`src/dss_pkg.sv`:
```
// shared constants, types and helper functions of the dominator set solver
// no dependencies
`default_nettype none

package dss_pkg;

    localparam int MAX_VERTICES = 32;
    localparam int ROW_W        = 32;
    localparam int VIDX_W       = 5;
    localparam int VCNT_W       = 6;
    localparam int CNT_W        = $clog2(MAX_VERTICES + 1);
    localparam int APB_AW       = 3;
    localparam int APB_DW       = 32;

    localparam logic [VCNT_W-1:0] VCOUNT_RST       = VCNT_W'(32);
    localparam logic [VIDX_W-1:0] ENTRY_VERTEX_RST = '0;

    typedef enum logic [0:0] {
        REG_VCOUNT       = 1'b0,
        REG_ENTRY_VERTEX = 1'b1
    } reg_idx_t;

    typedef enum logic [3:0] {
        S_IDLE,
        S_INIT,
        S_VSEL,
        S_PRED,
        S_OLD,
        S_SCAN,
        S_WB,
        S_EMIT_RD,
        S_EMIT_LD,
        S_DONE
    } seq_state_t;

    typedef struct packed {
        logic              wr;
        logic              rd;
        logic [VIDX_W-1:0] addr;
        logic [ROW_W-1:0]  wdata;
    } mem_req_t;

    typedef struct packed {
        logic [VCNT_W-1:0] vcount;
        logic [VIDX_W-1:0] entry_vertex;
    } cfg_t;

    function automatic logic [ROW_W-1:0] low_mask(input logic [CNT_W-1:0] n);
        logic [ROW_W-1:0] m;
        if (n >= CNT_W'(ROW_W))
        begin
            m = '1;
        end
        else
        begin
            m = (ROW_W'(1) << n) - ROW_W'(1);
        end
        return m;
    endfunction

    function automatic logic [CNT_W-1:0] active_count(input logic [VCNT_W-1:0] vc);
        logic [CNT_W-1:0] n;
        if (vc > VCNT_W'(MAX_VERTICES))
        begin
            n = CNT_W'(MAX_VERTICES);
        end
        else
        begin
            n = CNT_W'(vc);
        end
        return n;
    endfunction

endpackage

`default_nettype wire

```
`src/dss_pred_store.sv`:
```
// predecessor row memory with per-row valid bits, cleared at once
// depends on dss_pkg
`default_nettype none

module dss_pred_store (
    input  wire logic                    clk,
    input  wire logic                    rst_n,
    input  wire dss_pkg::mem_req_t       req,
    input  wire logic                    clr,
    output logic [dss_pkg::ROW_W-1:0]    rdata
);
    import dss_pkg::*;

    logic [ROW_W-1:0]        mem [MAX_VERTICES];
    logic [MAX_VERTICES-1:0] valid_reg;
    logic [ROW_W-1:0]        rdata_reg;

    always_ff @(posedge clk or negedge rst_n)
    begin
        if (!rst_n)
        begin
            valid_reg <= '0;
        end
        else if (clr)
        begin
            valid_reg <= '0;
        end
        else if (req.wr)
        begin
            valid_reg[req.addr] <= 1'b1;
        end
    end

    always_ff @(posedge clk)
    begin
        if (req.wr)
        begin
            mem[req.addr] <= req.wdata;
        end
        if (req.rd)
        begin
            rdata_reg <= valid_reg[req.addr] ? mem[req.addr] : '0;
        end
    end

    assign rdata = rdata_reg;

endmodule

`default_nettype wire

```
`src/dss_dom_store.sv`:
```
// dominator row memory, one read or write port, registered read data
// depends on dss_pkg
`default_nettype none

module dss_dom_store (
    input  wire logic                    clk,
    input  wire dss_pkg::mem_req_t       req,
    output logic [dss_pkg::ROW_W-1:0]    rdata
);
    import dss_pkg::*;

    logic [ROW_W-1:0] mem [MAX_VERTICES];
    logic [ROW_W-1:0] rdata_reg;

    always_ff @(posedge clk)
    begin
        if (req.wr)
        begin
            mem[req.addr] <= req.wdata;
        end
        if (req.rd)
        begin
            rdata_reg <= mem[req.addr];
        end
    end

    assign rdata = rdata_reg;

endmodule

`default_nettype wire

```
`src/dss_seq.sv`:
```
// sequencer: row loading, fixed-point sweeps over the dominator memory, result output
// depends on dss_pkg; drives dss_pred_store and dss_dom_store
`default_nettype none

module dss_seq (
    input  wire logic                      clk,
    input  wire logic                      rst_n,
    input  wire dss_pkg::cfg_t             cfg,
    input  wire logic                      row_valid,
    output logic                           row_ready,
    input  wire logic [dss_pkg::VIDX_W-1:0] vertex_index,
    input  wire logic [dss_pkg::ROW_W-1:0] pred_row,
    input  wire logic                      last_row,
    output logic                           result_valid,
    input  wire logic                      result_ready,
    output logic [dss_pkg::VIDX_W-1:0]     result_vertex,
    output logic [dss_pkg::ROW_W-1:0]      dom_row,
    output logic                           last_result,
    output dss_pkg::mem_req_t              pred_req,
    output logic                           pred_clr,
    input  wire logic [dss_pkg::ROW_W-1:0] pred_rdata,
    output dss_pkg::mem_req_t              dom_req,
    input  wire logic [dss_pkg::ROW_W-1:0] dom_rdata
);
    import dss_pkg::*;

    seq_state_t        state_reg, state_next;
    logic [CNT_W-1:0]  v_reg, v_next;
    logic [CNT_W-1:0]  p_reg, p_next;
    logic [CNT_W-1:0]  n_reg, n_next;
    logic [VIDX_W-1:0] entry_reg, entry_next;
    logic              has_entry_reg, has_entry_next;
    logic [ROW_W-1:0]  preds_reg, preds_next;
    logic [ROW_W-1:0]  old_reg, old_next;
    logic [ROW_W-1:0]  acc_reg, acc_next;
    logic              changed_reg, changed_next;
    logic              result_valid_reg, result_valid_next;
    logic [VIDX_W-1:0] result_vertex_reg, result_vertex_next;
    logic [ROW_W-1:0]  dom_row_reg, dom_row_next;
    logic              last_result_reg, last_result_next;

    logic [ROW_W-1:0]  full;
    logic [ROW_W-1:0]  v_bit;
    logic [ROW_W-1:0]  new_row;
    logic [CNT_W-1:0]  p_inc;
    logic [CNT_W-1:0]  v_inc;
    logic [CNT_W-1:0]  act_n;
    logic              is_entry;
    logic              last_v;
    logic              row_accept;

    always_ff @(posedge clk or negedge rst_n)
    begin
        if (!rst_n)
        begin
            state_reg        <= S_IDLE;
            changed_reg      <= 1'b0;
            result_valid_reg <= 1'b0;
        end
        else
        begin
            state_reg        <= state_next;
            changed_reg      <= changed_next;
            result_valid_reg <= result_valid_next;
        end
    end

    always_ff @(posedge clk)
    begin
        v_reg             <= v_next;
        p_reg             <= p_next;
        n_reg             <= n_next;
        entry_reg         <= entry_next;
        has_entry_reg     <= has_entry_next;
        preds_reg         <= preds_next;
        old_reg           <= old_next;
        acc_reg           <= acc_next;
        result_vertex_reg <= result_vertex_next;
        dom_row_reg       <= dom_row_next;
        last_result_reg   <= last_result_next;
    end

    assign full     = low_mask(n_reg);
    assign v_bit    = ROW_W'(1) << v_reg[VIDX_W-1:0];
    assign new_row  = acc_reg | v_bit;
    assign p_inc    = p_reg + CNT_W'(1);
    assign v_inc    = v_reg + CNT_W'(1);
    assign act_n    = active_count(cfg.vcount);
    assign is_entry = has_entry_reg && (v_reg[VIDX_W-1:0] == entry_reg);
    assign last_v   = (v_reg == n_reg - CNT_W'(1));

    assign row_ready  = (state_reg == S_IDLE);
    assign row_accept = row_valid && row_ready;

    always_comb
    begin
        state_next         = state_reg;
        v_next             = v_reg;
        p_next             = p_reg;
        n_next             = n_reg;
        entry_next         = entry_reg;
        has_entry_next     = has_entry_reg;
        preds_next         = preds_reg;
        old_next           = old_reg;
        acc_next           = acc_reg;
        changed_next       = changed_reg;
        result_valid_next  = result_valid_reg;
        result_vertex_next = result_vertex_reg;
        dom_row_next       = dom_row_reg;
        last_result_next   = last_result_reg;
        pred_req           = '0;
        pred_clr           = 1'b0;
        dom_req            = '0;

        if (result_valid_reg && result_ready)
        begin
            result_valid_next = 1'b0;
        end

        case (state_reg)
            S_IDLE:
            begin
                if (row_accept)
                begin
                    pred_req.wr    = 1'b1;
                    pred_req.addr  = vertex_index;
                    pred_req.wdata = pred_row;
                    if (last_row)
                    begin
                        n_next         = act_n;
                        entry_next     = cfg.entry_vertex;
                        has_entry_next = (CNT_W'(cfg.entry_vertex) < act_n);
                        v_next         = '0;
                        state_next     = (act_n == '0) ? S_DONE : S_INIT;
                    end
                end
            end
            S_INIT:
            begin
                dom_req.wr    = 1'b1;
                dom_req.addr  = v_reg[VIDX_W-1:0];
                dom_req.wdata = is_entry ? v_bit : full;
                if (last_v)
                begin
                    v_next       = '0;
                    changed_next = 1'b0;
                    state_next   = S_VSEL;
                end
                else
                begin
                    v_next = v_inc;
                end
            end
            S_VSEL:
            begin
                if (v_reg == n_reg)
                begin
                    v_next       = '0;
                    changed_next = 1'b0;
                    if (!changed_reg)
                    begin
                        state_next = S_EMIT_RD;
                    end
                end
                else if (is_entry)
                begin
                    v_next = v_inc;
                end
                else
                begin
                    pred_req.rd   = 1'b1;
                    pred_req.addr = v_reg[VIDX_W-1:0];
                    state_next    = S_PRED;
                end
            end
            S_PRED:
            begin
                preds_next   = pred_rdata & full;
                dom_req.rd   = 1'b1;
                dom_req.addr = v_reg[VIDX_W-1:0];
                state_next   = S_OLD;
            end
            S_OLD:
            begin
                old_next     = dom_rdata;
                acc_next     = full;
                p_next       = '0;
                dom_req.rd   = 1'b1;
                dom_req.addr = '0;
                state_next   = S_SCAN;
            end
            S_SCAN:
            begin
                if (preds_reg[p_reg[VIDX_W-1:0]])
                begin
                    acc_next = acc_reg & dom_rdata;
                end
                if (p_reg == n_reg - CNT_W'(1))
                begin
                    state_next = S_WB;
                end
                else
                begin
                    p_next       = p_inc;
                    dom_req.rd   = 1'b1;
                    dom_req.addr = p_inc[VIDX_W-1:0];
                end
            end
            S_WB:
            begin
                dom_req.wr    = 1'b1;
                dom_req.addr  = v_reg[VIDX_W-1:0];
                dom_req.wdata = new_row;
                if (new_row != old_reg)
                begin
                    changed_next = 1'b1;
                end
                v_next     = v_inc;
                state_next = S_VSEL;
            end
            S_EMIT_RD:
            begin
                dom_req.rd   = 1'b1;
                dom_req.addr = v_reg[VIDX_W-1:0];
                state_next   = S_EMIT_LD;
            end
            S_EMIT_LD:
            begin
                if (!result_valid_reg || result_ready)
                begin
                    result_valid_next  = 1'b1;
                    result_vertex_next = v_reg[VIDX_W-1:0];
                    dom_row_next       = dom_rdata;
                    last_result_next   = last_v;
                    if (last_v)
                    begin
                        state_next = S_DONE;
                    end
                    else
                    begin
                        v_next     = v_inc;
                        state_next = S_EMIT_RD;
                    end
                end
            end
            S_DONE:
            begin
                pred_clr   = 1'b1;
                state_next = S_IDLE;
            end
            default:
            begin
                state_next = S_IDLE;
            end
        endcase
    end

    assign result_valid  = result_valid_reg;
    assign result_vertex = result_vertex_reg;
    assign dom_row       = dom_row_reg;
    assign last_result   = last_result_reg;

endmodule

`default_nettype wire

```
`src/dominator_set_solver.sv`:
```
// row loading: one word per cycle; the solve starts after the word flagged last_row
// solve: seed the dominator memory, then per pass read, scan and write back the row of each
// non-entry vertex, skipping the entry and closing the pass, until a pass is unchanged
// output: per result word a read (S_EMIT_RD) and a load (S_EMIT_LD) that waits on a stall,
// then the predecessor rows are cleared; one vertex at a time through the single dominator port
// reset: predecessor rows read as zero, vertex count 32, entry_vertex 0, no word pending
`default_nettype none

module dominator_set_solver (
    input  wire logic                        clk,
    input  wire logic                        rst_n,
    input  wire logic                        psel,
    input  wire logic                        penable,
    input  wire logic                        pwrite,
    input  wire logic [dss_pkg::APB_AW-1:0]  paddr,
    input  wire logic [dss_pkg::APB_DW-1:0]  pwdata,
    output logic [dss_pkg::APB_DW-1:0]       prdata,
    output logic                             pready,
    input  wire logic                        row_valid,
    output logic                             row_ready,
    input  wire logic [dss_pkg::VIDX_W-1:0]  vertex_index,
    input  wire logic [dss_pkg::ROW_W-1:0]   pred_row,
    input  wire logic                        last_row,
    output logic                             result_valid,
    input  wire logic                        result_ready,
    output logic [dss_pkg::VIDX_W-1:0]       result_vertex,
    output logic [dss_pkg::ROW_W-1:0]        dom_row,
    output logic                             last_result
);
    import dss_pkg::*;

    logic [VCNT_W-1:0] vcount_reg;
    logic [VIDX_W-1:0] entry_vertex_reg;
    reg_idx_t          reg_sel;
    logic              cfg_wr;
    cfg_t              cfg;
    mem_req_t          pred_req;
    mem_req_t          dom_req;
    logic              pred_clr;
    logic [ROW_W-1:0]  pred_rdata;
    logic [ROW_W-1:0]  dom_rdata;

    assign reg_sel = reg_idx_t'(paddr[2]);
    assign cfg_wr  = psel && penable && pwrite && pready;
    assign pready  = 1'b1;

    always_ff @(posedge clk or negedge rst_n)
    begin
        if (!rst_n)
        begin
            vcount_reg       <= VCOUNT_RST;
            entry_vertex_reg <= ENTRY_VERTEX_RST;
        end
        else if (cfg_wr)
        begin
            case (reg_sel)
                REG_VCOUNT:
                begin
                    vcount_reg <= pwdata[VCNT_W-1:0];
                end
                REG_ENTRY_VERTEX:
                begin
                    entry_vertex_reg <= pwdata[VIDX_W-1:0];
                end
                default:
                begin
                end
            endcase
        end
    end

    always_comb
    begin
        case (reg_sel)
            REG_VCOUNT:       prdata = APB_DW'(vcount_reg);
            REG_ENTRY_VERTEX: prdata = APB_DW'(entry_vertex_reg);
            default:          prdata = '0;
        endcase
    end

    assign cfg.vcount       = vcount_reg;
    assign cfg.entry_vertex = entry_vertex_reg;

    dss_pred_store u_pred_store (
        .clk   (clk),
        .rst_n (rst_n),
        .req   (pred_req),
        .clr   (pred_clr),
        .rdata (pred_rdata)
    );

    dss_dom_store u_dom_store (
        .clk   (clk),
        .req   (dom_req),
        .rdata (dom_rdata)
    );

    dss_seq u_seq (
        .clk           (clk),
        .rst_n         (rst_n),
        .cfg           (cfg),
        .row_valid     (row_valid),
        .row_ready     (row_ready),
        .vertex_index  (vertex_index),
        .pred_row      (pred_row),
        .last_row      (last_row),
        .result_valid  (result_valid),
        .result_ready  (result_ready),
        .result_vertex (result_vertex),
        .dom_row       (dom_row),
        .last_result   (last_result),
        .pred_req      (pred_req),
        .pred_clr      (pred_clr),
        .pred_rdata    (pred_rdata),
        .dom_req       (dom_req),
        .dom_rdata     (dom_rdata)
    );

endmodule

`default_nettype wire

```
`config.mk`:
```
export PLATFORM = sky130hd
export DESIGN_NAME = dominator_set_solver
export DESIGN_NICKNAME = d
export VERILOG_FILES = /design/src/dss_pkg.sv /design/src/dss_pred_store.sv /design/src/dss_dom_store.sv /design/src/dss_seq.sv /design/src/dominator_set_solver.sv
export SDC_FILE = /design/constraint.sdc
export NUM_CORES = 2
export LEC_CHECK = 0
export BUFFER_PORTS_ARGS = -buffer_cell sky130_fd_sc_hd__buf_2
export CORE_UTILIZATION = 65
export CTS_BUF_LIST = sky130_fd_sc_hd__clkbuf_4 sky130_fd_sc_hd__clkbuf_8
export DETAILED_ROUTE_END_ITERATION = 12
export PLACE_DENSITY = 0.8
export SYNTH_ARGS = -nofsm -noshare
export SYNTH_HDL_FRONTEND = slang
export SYNTH_SLANG_ARGS = --single-unit
```
`constraint.sdc`:
```
create_clock -name clk -period 14.35 [get_ports clk]
set_clock_uncertainty 0.05 [all_clocks]
set_input_delay 2.1525 -clock clk [delete_from_list [all_inputs] [get_ports clk]]
set_output_delay 2.1525 -clock clk [all_outputs]
set_load 0.02 [all_outputs]
```
Word-level counts from Yosys, hierarchy flattened

Memory sizes are Yosys's and may differ from the RTL's. A register that Yosys moved wholly into a read port is not among the register bits.
Cells that the tools add are included.

Register bits after elaboration: 207
Output and inout bits: 73
Input bits: 80
Memory bits (writable): 2048
Memories: 2

Memory list:

| name             | words | width | read ports | clocked after memory_dff | write ports | RTL line             | text |
|---|---|---|---|---|---|---|---|
| u_dom_store.mem  | 32    | 32    | 1          | 1                        | 1           | dss_dom_store.sv:12  | `logic [ROW_W-1:0] mem [MAX_VERTICES];` |
| u_pred_store.mem | 32    | 32    | 1          | 1                        | 1           | dss_pred_store.sv:14 | `logic [ROW_W-1:0] mem [MAX_VERTICES];` |

Magnitude comparators: 6
Reductions and logical operators: 27
Add/subtract/negate cells: 4
Bitwise gates (word level): 5
Muxes and demuxes: 60
Equality and inequality tests: 27
Shift operators: 2

Operators by type and width:

| kind                                                        | number |
|---|---|
| 2-to-1 mux 32 bit                                           | 6 |
| one-hot mux 32 bit (2 select lines)                         | 3 |
| 2-to-1 mux 6 bit                                            | 12 |
| AND 32 bit                                                  | 2 |
| bitwise OR 32 bit                                           | 2 |
| 2-to-1 mux 4 bit                                            | 10 |
| 2-to-1 mux 37 bit                                           | 1 |
| one-hot mux 4 bit (9 select lines)                          | 1 |
| inequality test 32 bit                                      | 1 |
| << shifter 1 x 5 -> 32 bit (first input constant)           | 1 |
| << shifter 1 x 6 -> 32 bit (first input constant)           | 1 |
| subtractor 32 x 2 -> 32 bit (second input constant)         | 1 |
| one-hot mux 6 bit (5 select lines)                          | 1 |
| one-hot mux 5 bit (2 select lines)                          | 2 |
| equality test 6 bit                                         | 3 |
| 2-to-1 mux 1 bit                                            | 18 |
| equality test 4 x 3 -> 1 bit (second input constant)        | 4 |
| adder 6 x 1 -> 6 bit (second input constant)                | 2 |
| less-than comparator 5 x 6 -> 1 bit (second input constant) | 2 |
| inequality test 2 x 1 -> 1 bit (second input constant)      | 6 |
| one-hot mux 6 bit (2 select lines)                          | 1 |
| binary-select mux 1 bit (select 5 bit)                      | 2 |
| AND reduction 2 bit                                         | 5 |
| equality test 4 x 2 -> 1 bit (second input constant)        | 2 |
| 30 further kinds                                            | 42 |

Logic depth before layout (Yosys ltp)

Word-level depth: 12
Depth in mapped cells: 14

By module

A second synthesis with hierarchy kept.

Cell total of the unflattened synthesis: 5420
Area, all modules: 92292.3 sq um

By module, submodules not included:

| module               | sequential area each (sq um) | times used | cells an instance | area an instance (sq um) |
|---|---|---|---|---|
| dss_pred_store       | 32511.2                      | 1          | 2236              | 41413.5 |
| dss_dom_store        | 31710.4                      | 1          | 2107              | 40063.4 |
| dss_seq              | 4894.7                       | 1          | 1017              | 10094.7 |
| dominator_set_solver | 276.5                        | 1          | 60                | 720.7 |

Least setup slack after synthesis

OpenSTA, ideal clock, no wires.

Kind: input -> register
Start: in vertex_index[1] in the netlist's numbering
End: mem u_pred_store.mem[6][0], enable pin
Data required time: 13.830 ns
Slack: 7.614 ns
Stages: 9
Data arrival time: 6.215 ns
Setup time: 0.470 ns
Path through: clkbuf_1 a31o_2 nand2_1 o31ai_1 buf_2 buf_2 buf_2 buf_2 nor3b_1

Cells in the longest elaborated chain, start to end: 2

RTL lines:

| item                               | RTL line                   | text |
|---|---|---|
| start, declared                    | dominator_set_solver.sv:21 | `input wire logic [dss_pkg::VIDX_W-1:0] vertex_index,` |
| 2-to-1 mux 37 bit                  | dss_seq.sv:123             | `if (row_accept)` |
| one-hot mux 5 bit (2 select lines) | dss_seq.sv:120             | `case (state_reg)` |
| end, declared                      | dss_pred_store.sv:14       |  |

Every way passes these cells.

Final worst setup path

Start: in row_valid
End: reg u_pred_store.rdata_reg[21] (netlist: u_pred_store.rdata[21]), read port of u_pred_store.mem (data pin)

Cells in the longest elaborated chain, start to end: 6

RTL lines:

| item                                   | RTL line                   | text |
|---|---|---|
| start, declared                        | dominator_set_solver.sv:19 | `input wire logic row_valid,` |
| logical AND 1 bit *                    | dss_seq.sv:93              | `assign row_accept = row_valid && row_ready;` |
| 2-to-1 mux 37 bit *                    | dss_seq.sv:123             |  |
| one-hot mux 5 bit (2 select lines) *   | dss_seq.sv:120             |  |
| binary-select mux 1 bit (select 5 bit) | dss_pred_store.sv:42       | `rdata_reg <= valid_reg[req.addr] ? mem[req.addr] : '0;` |
| 2-to-1 mux 1 bit (implied by the code) | dss_pred_store.sv:42       |  |
| zero test 1 bit (no line)              | n/a                        |  |
| end, declared                          | dss_pred_store.sv:16       | `logic [ROW_W-1:0] rdata_reg;` |

Mark *: on every way between the ends. The rest lies on a longest branch, timed or not. The select of a mux whose other input is x is not followed.
A chain may end at the register's enable or synchronous reset.

==> results.json <==
{
  "status": "completed",
  "ys_top_cells_by_area": "edfxtp_1 (76%), mux4_2 (6.1%), a22oi_1 (1.5%)",
  "cts_buffers": 361,
  "ys_seq_area_frac": 0.775,
  "synth_edf_count": 2270,
  "worstPathRequired_ns": 15.04,
  "cts.repair.resized": 0,
  "timing.fmax_ghz": 0.136,
  "portBuffers": 97,
  "initial_core_util": 0.658,
  "post-cts-setup-buffers": 0,
  "reg2reg_from": "u_seq.state_reg[3]",
  "yosysTopAreaCell": "edfxtp_1",
  "crit_arrival_ns": 8.03,
  "drive_gt1_frac": 0.222,
  "relSlewSlack": 0.0801,
  "cts_tree": "yes",
  "crit_path_max_fanout": 73,
  "crit_family": "buffers and inverters",
  "first_global_vias": 50600,
  "hpwl_microns": 127000,
  "worstHoldStart": "u_dom_store.rdata[18]",
  "grt_pass1_wl_microns": 340000,
  "dr.first_iter.drc_count": 10100,
  "vias": 52700,
  "critPathBufInv": 5,
  "n_fill_cell": 7356,
  "hold_viol_final": 0,
  "syn-cell-area_sq_mm": 0.0895,
  "p_leak_nw": 32.9,
  "die-area_sq_mm": 0.139,
  "core_sq_mm": 0.136,
  "synth_cell_types": 71,
  "grt_max_degree": 170,
  "avgSynthCellArea_sq_um": 18.2,
  "worst_pin_slew_ns": 1.38,
  "yosys_warnings": 0,
  "io-pin-count": 153,
  "syn_to_final_growth_pct": 11.1,
  "wire_per_inst_microns": 33.2,
  "startpoint_type": "primary input",
  "path_class": "primary input to register",
  "grt_usage": 0.342,
  "hold_buffers": 0,
  "cts_root_buffer": "clkbuf_8",
  "fin_util": 0.732,
  "rr_worst_depth": 12,
  "p_per_area_mw_per_mm2": 202,
  "synthCells": 4926,
  "path_cells": "buf_2 -> buf_4 -> and2_1 -> nand3b_1 -> o41ai_2 -> buf_4 -> buf_4 -> buf_4 -> a22o_1 -> a221oi_1 -> o22ai_1 -> nor3_1 -> a21oi_2",
  "slowest_stage": "buf_4",
  "cts_buffer_depth": 4,
  "clk_latency_ns": 1.04,
  "synthFlopType": "edfxtp_1",
  "path_clk_slew_ns": 0.06,
  "setup_viol": 0,
  "max_cap_viol_count": 0,
  "slew_violations": 0,
  "grt_setup_unrepaired": "no",
  "ys_ff_latch": 2319,
  "holdPathStages": 0,
  "finalSetupTns_ns": 0,
  "rr_endpoint": "u_pred_store.rdata[21]",
  "rrSetupSlack_ns": 7.69,
  "cts_max_level": 5,
  "grt_remaining_overflow": 0,
  "finalNetCount": 5303,
  "min_period_over_period": 0.512,
  "drt_wl_total_microns": 241000,
  "peakVddDrop_mv": 0.235,
  "antenna_found_initial": 18,
  "first_pass_iters": 10,
  "place_ws_ns": 6.38,
  "drc_errors": 0,
  "biggestRegsByFlops": "u_dom_store.mem: 1024 flops, u_pred_store.mem: 1024 flops",
  "critPathCaptureType": "register",
  "place_congestion": 0.931,
  "cpPeakStageDelay_ns": 0.87,
  "min_to": "u_seq.dom_row[18]",
  "hp-class": "register to register",
  "vias_per_cell": 7.25,
  "synth_top_area_share": 0.761,
  "synthArstFlopShare": 0.0211,
  "num_rows": 135,
  "min_period_ns": 7.35,
  "fp.dieH_microns": 373,
  "path_common_cell": "buf_4",
  "ant_nets": 0,
  "setup_slack_ns": 7.00,
  "clock-sinks": 2319,
  "die_x_microns": 373
}
[cell usage after synthesis (61+ instances only)]
cell / instances
a221oi_1: 143
a21oi_1: 231
o22ai_1: 106
buf_2: 61
edfxtp_1: 2270
a222oi_1: 89
nor2_1: 245
nand2_1: 211
mux4_2: 242
a22o_1: 149
nand3_1: 87
clkbuf_1: 194
a22oi_1: 180
[stage by stage]
step                      hold slack [ns]  instance area [sq um]  total power, mW  cells
final                               0.451                  99500             20.1   7264
after global routing                0.467                  99500             20.6   7258
after CTS                           0.447                  99500             20.0   7252
after detailed placement            0.433                  92700             14.8   6624
after global placement              0.425                  92700             14.6   6624
after floorplan                     0.371                  89600             12.7   4951
[per-layer routing]
layer	share of wire	vias up	GRT usage	routed length [microns]
met4	0.044	12	0.149	10700
li1	-	20900	-	-
met1	0.35	26200	0.480	83700
met3	0.16	707	0.113	38000
met5	0.00062	-	0	149
met2	0.45	4889	0.497	109000
[logic make-up (layout without fill, tap and decap cells)]
logic type | Yosys count | after routing | share of synthesized area
adder cells (fa/ha/maj) | 17 | 17 | 0.00238
flip-flops | 2319 | 2319 | 0.775
AND/OR/NAND/NOR | 774 | 774 | 0.0403
XOR/XNOR | 76 | 76 | 0.00752
other | 2 | 39 | 0.0000839
AO/OA/AOI/OAI | 1068 | 1068 | 0.0884
buffers and inverters | 373 | 893 | 0.0188
multiplexers | 297 | 297 | 0.0673
[power by group]
part	leakage, nW	total, mW	switching [mW]	internal [mW]
logic	7.16	5.76	3.95	1.81
clock network	3.58	5.25	2.48	2.77
registers	22.2	9.09	0.279	8.81
[cells in the final DEF, fill, tap and decap left out, types with 31 or more instances in the layout]
| cell | synthesis | layout |
|---|---|---|
| xnor2_1 | 51 | 51 |
| clkinv_1 | 0 | 95 |
| clkbuf_8 | 0 | 369 |
| nand2_1 | 211 | 207 |
| nand4_1 | 37 | 37 |
| dfrtp_1 | 48 | 48 |
| buf_4 | 43 | 144 |
| clkbuf_4 | 0 | 93 |
| nor2b_1 | 32 | 32 |
| nor3_1 | 36 | 35 |
| a222oi_1 | 89 | 89 |
| a21oi_2 | 31 | 31 |
| a21oi_1 | 231 | 231 |
| mux2i_1 | 38 | 38 |
| a221oi_1 | 143 | 143 |
| nor2_1 | 245 | 176 |
| a22o_1 | 149 | 148 |
| buf_2 | 61 | 97 |
| clkinv_2 | 0 | 57 |
| edfxtp_1 | 2270 | 2270 |
| a22oi_1 | 180 | 178 |
| nand3_1 | 87 | 85 |
| nor2_4 | 0 | 68 |
| and3_1 | 48 | 46 |
| o22ai_1 | 106 | 77 |
| mux4_2 | 242 | 242 |
[layout make-up]
class / count / area (sq um) / share of cell area
Sequential cell: 2319 / 69400 / 0.697
Clock inverter: 166 / 932 / 0.00937
Timing Repair Buffer: 245 / 1650 / 0.0165
Clock buffer: 462 / 5780 / 0.0581
Antenna cell: 12 / 30.0 / 0.000302
Multi-Input combinational cell: 2259 / 19400 / 0.195
Inverter: 20 / 75.1 / 0.000755
Tap cell: 1781 / 2230 / 0.0224
[worst register-to-register path: stages, from the launching register on]
cell and delay (ns):
dfrtp_1 0.61, nor4_2 0.44, and2_1 0.67, nand3b_1 0.78, o41ai_2 0.19, buf_4 0.68, buf_4 0.84, buf_4 0.96
a22o_1 0.28, a221oi_1 0.06, o22ai_1 0.24, nor3_1 0.14, a21oi_2 0.46
[how the worst max path moves through the flow]
| stage | end | from | depth (start not counted) |
|---|---|---|---|
| 2_1_floorplan | u_pred_store.mem[6][0] | vertex_index[1] | 9 |
| 3_5_place_dp | u_pred_store.rdata[21] | row_valid | 13 |
| 5_1_grt | u_pred_store.rdata[21] | row_valid | 13 |
| 4_1_cts | u_pred_store.rdata[21] | row_valid | 13 |
| 6_report | u_pred_store.rdata[21] | row_valid | 13 |
| 3_3_place_gp | u_pred_store.rdata[21] | row_valid | 13 |
(Power assumes the default switching activity.)
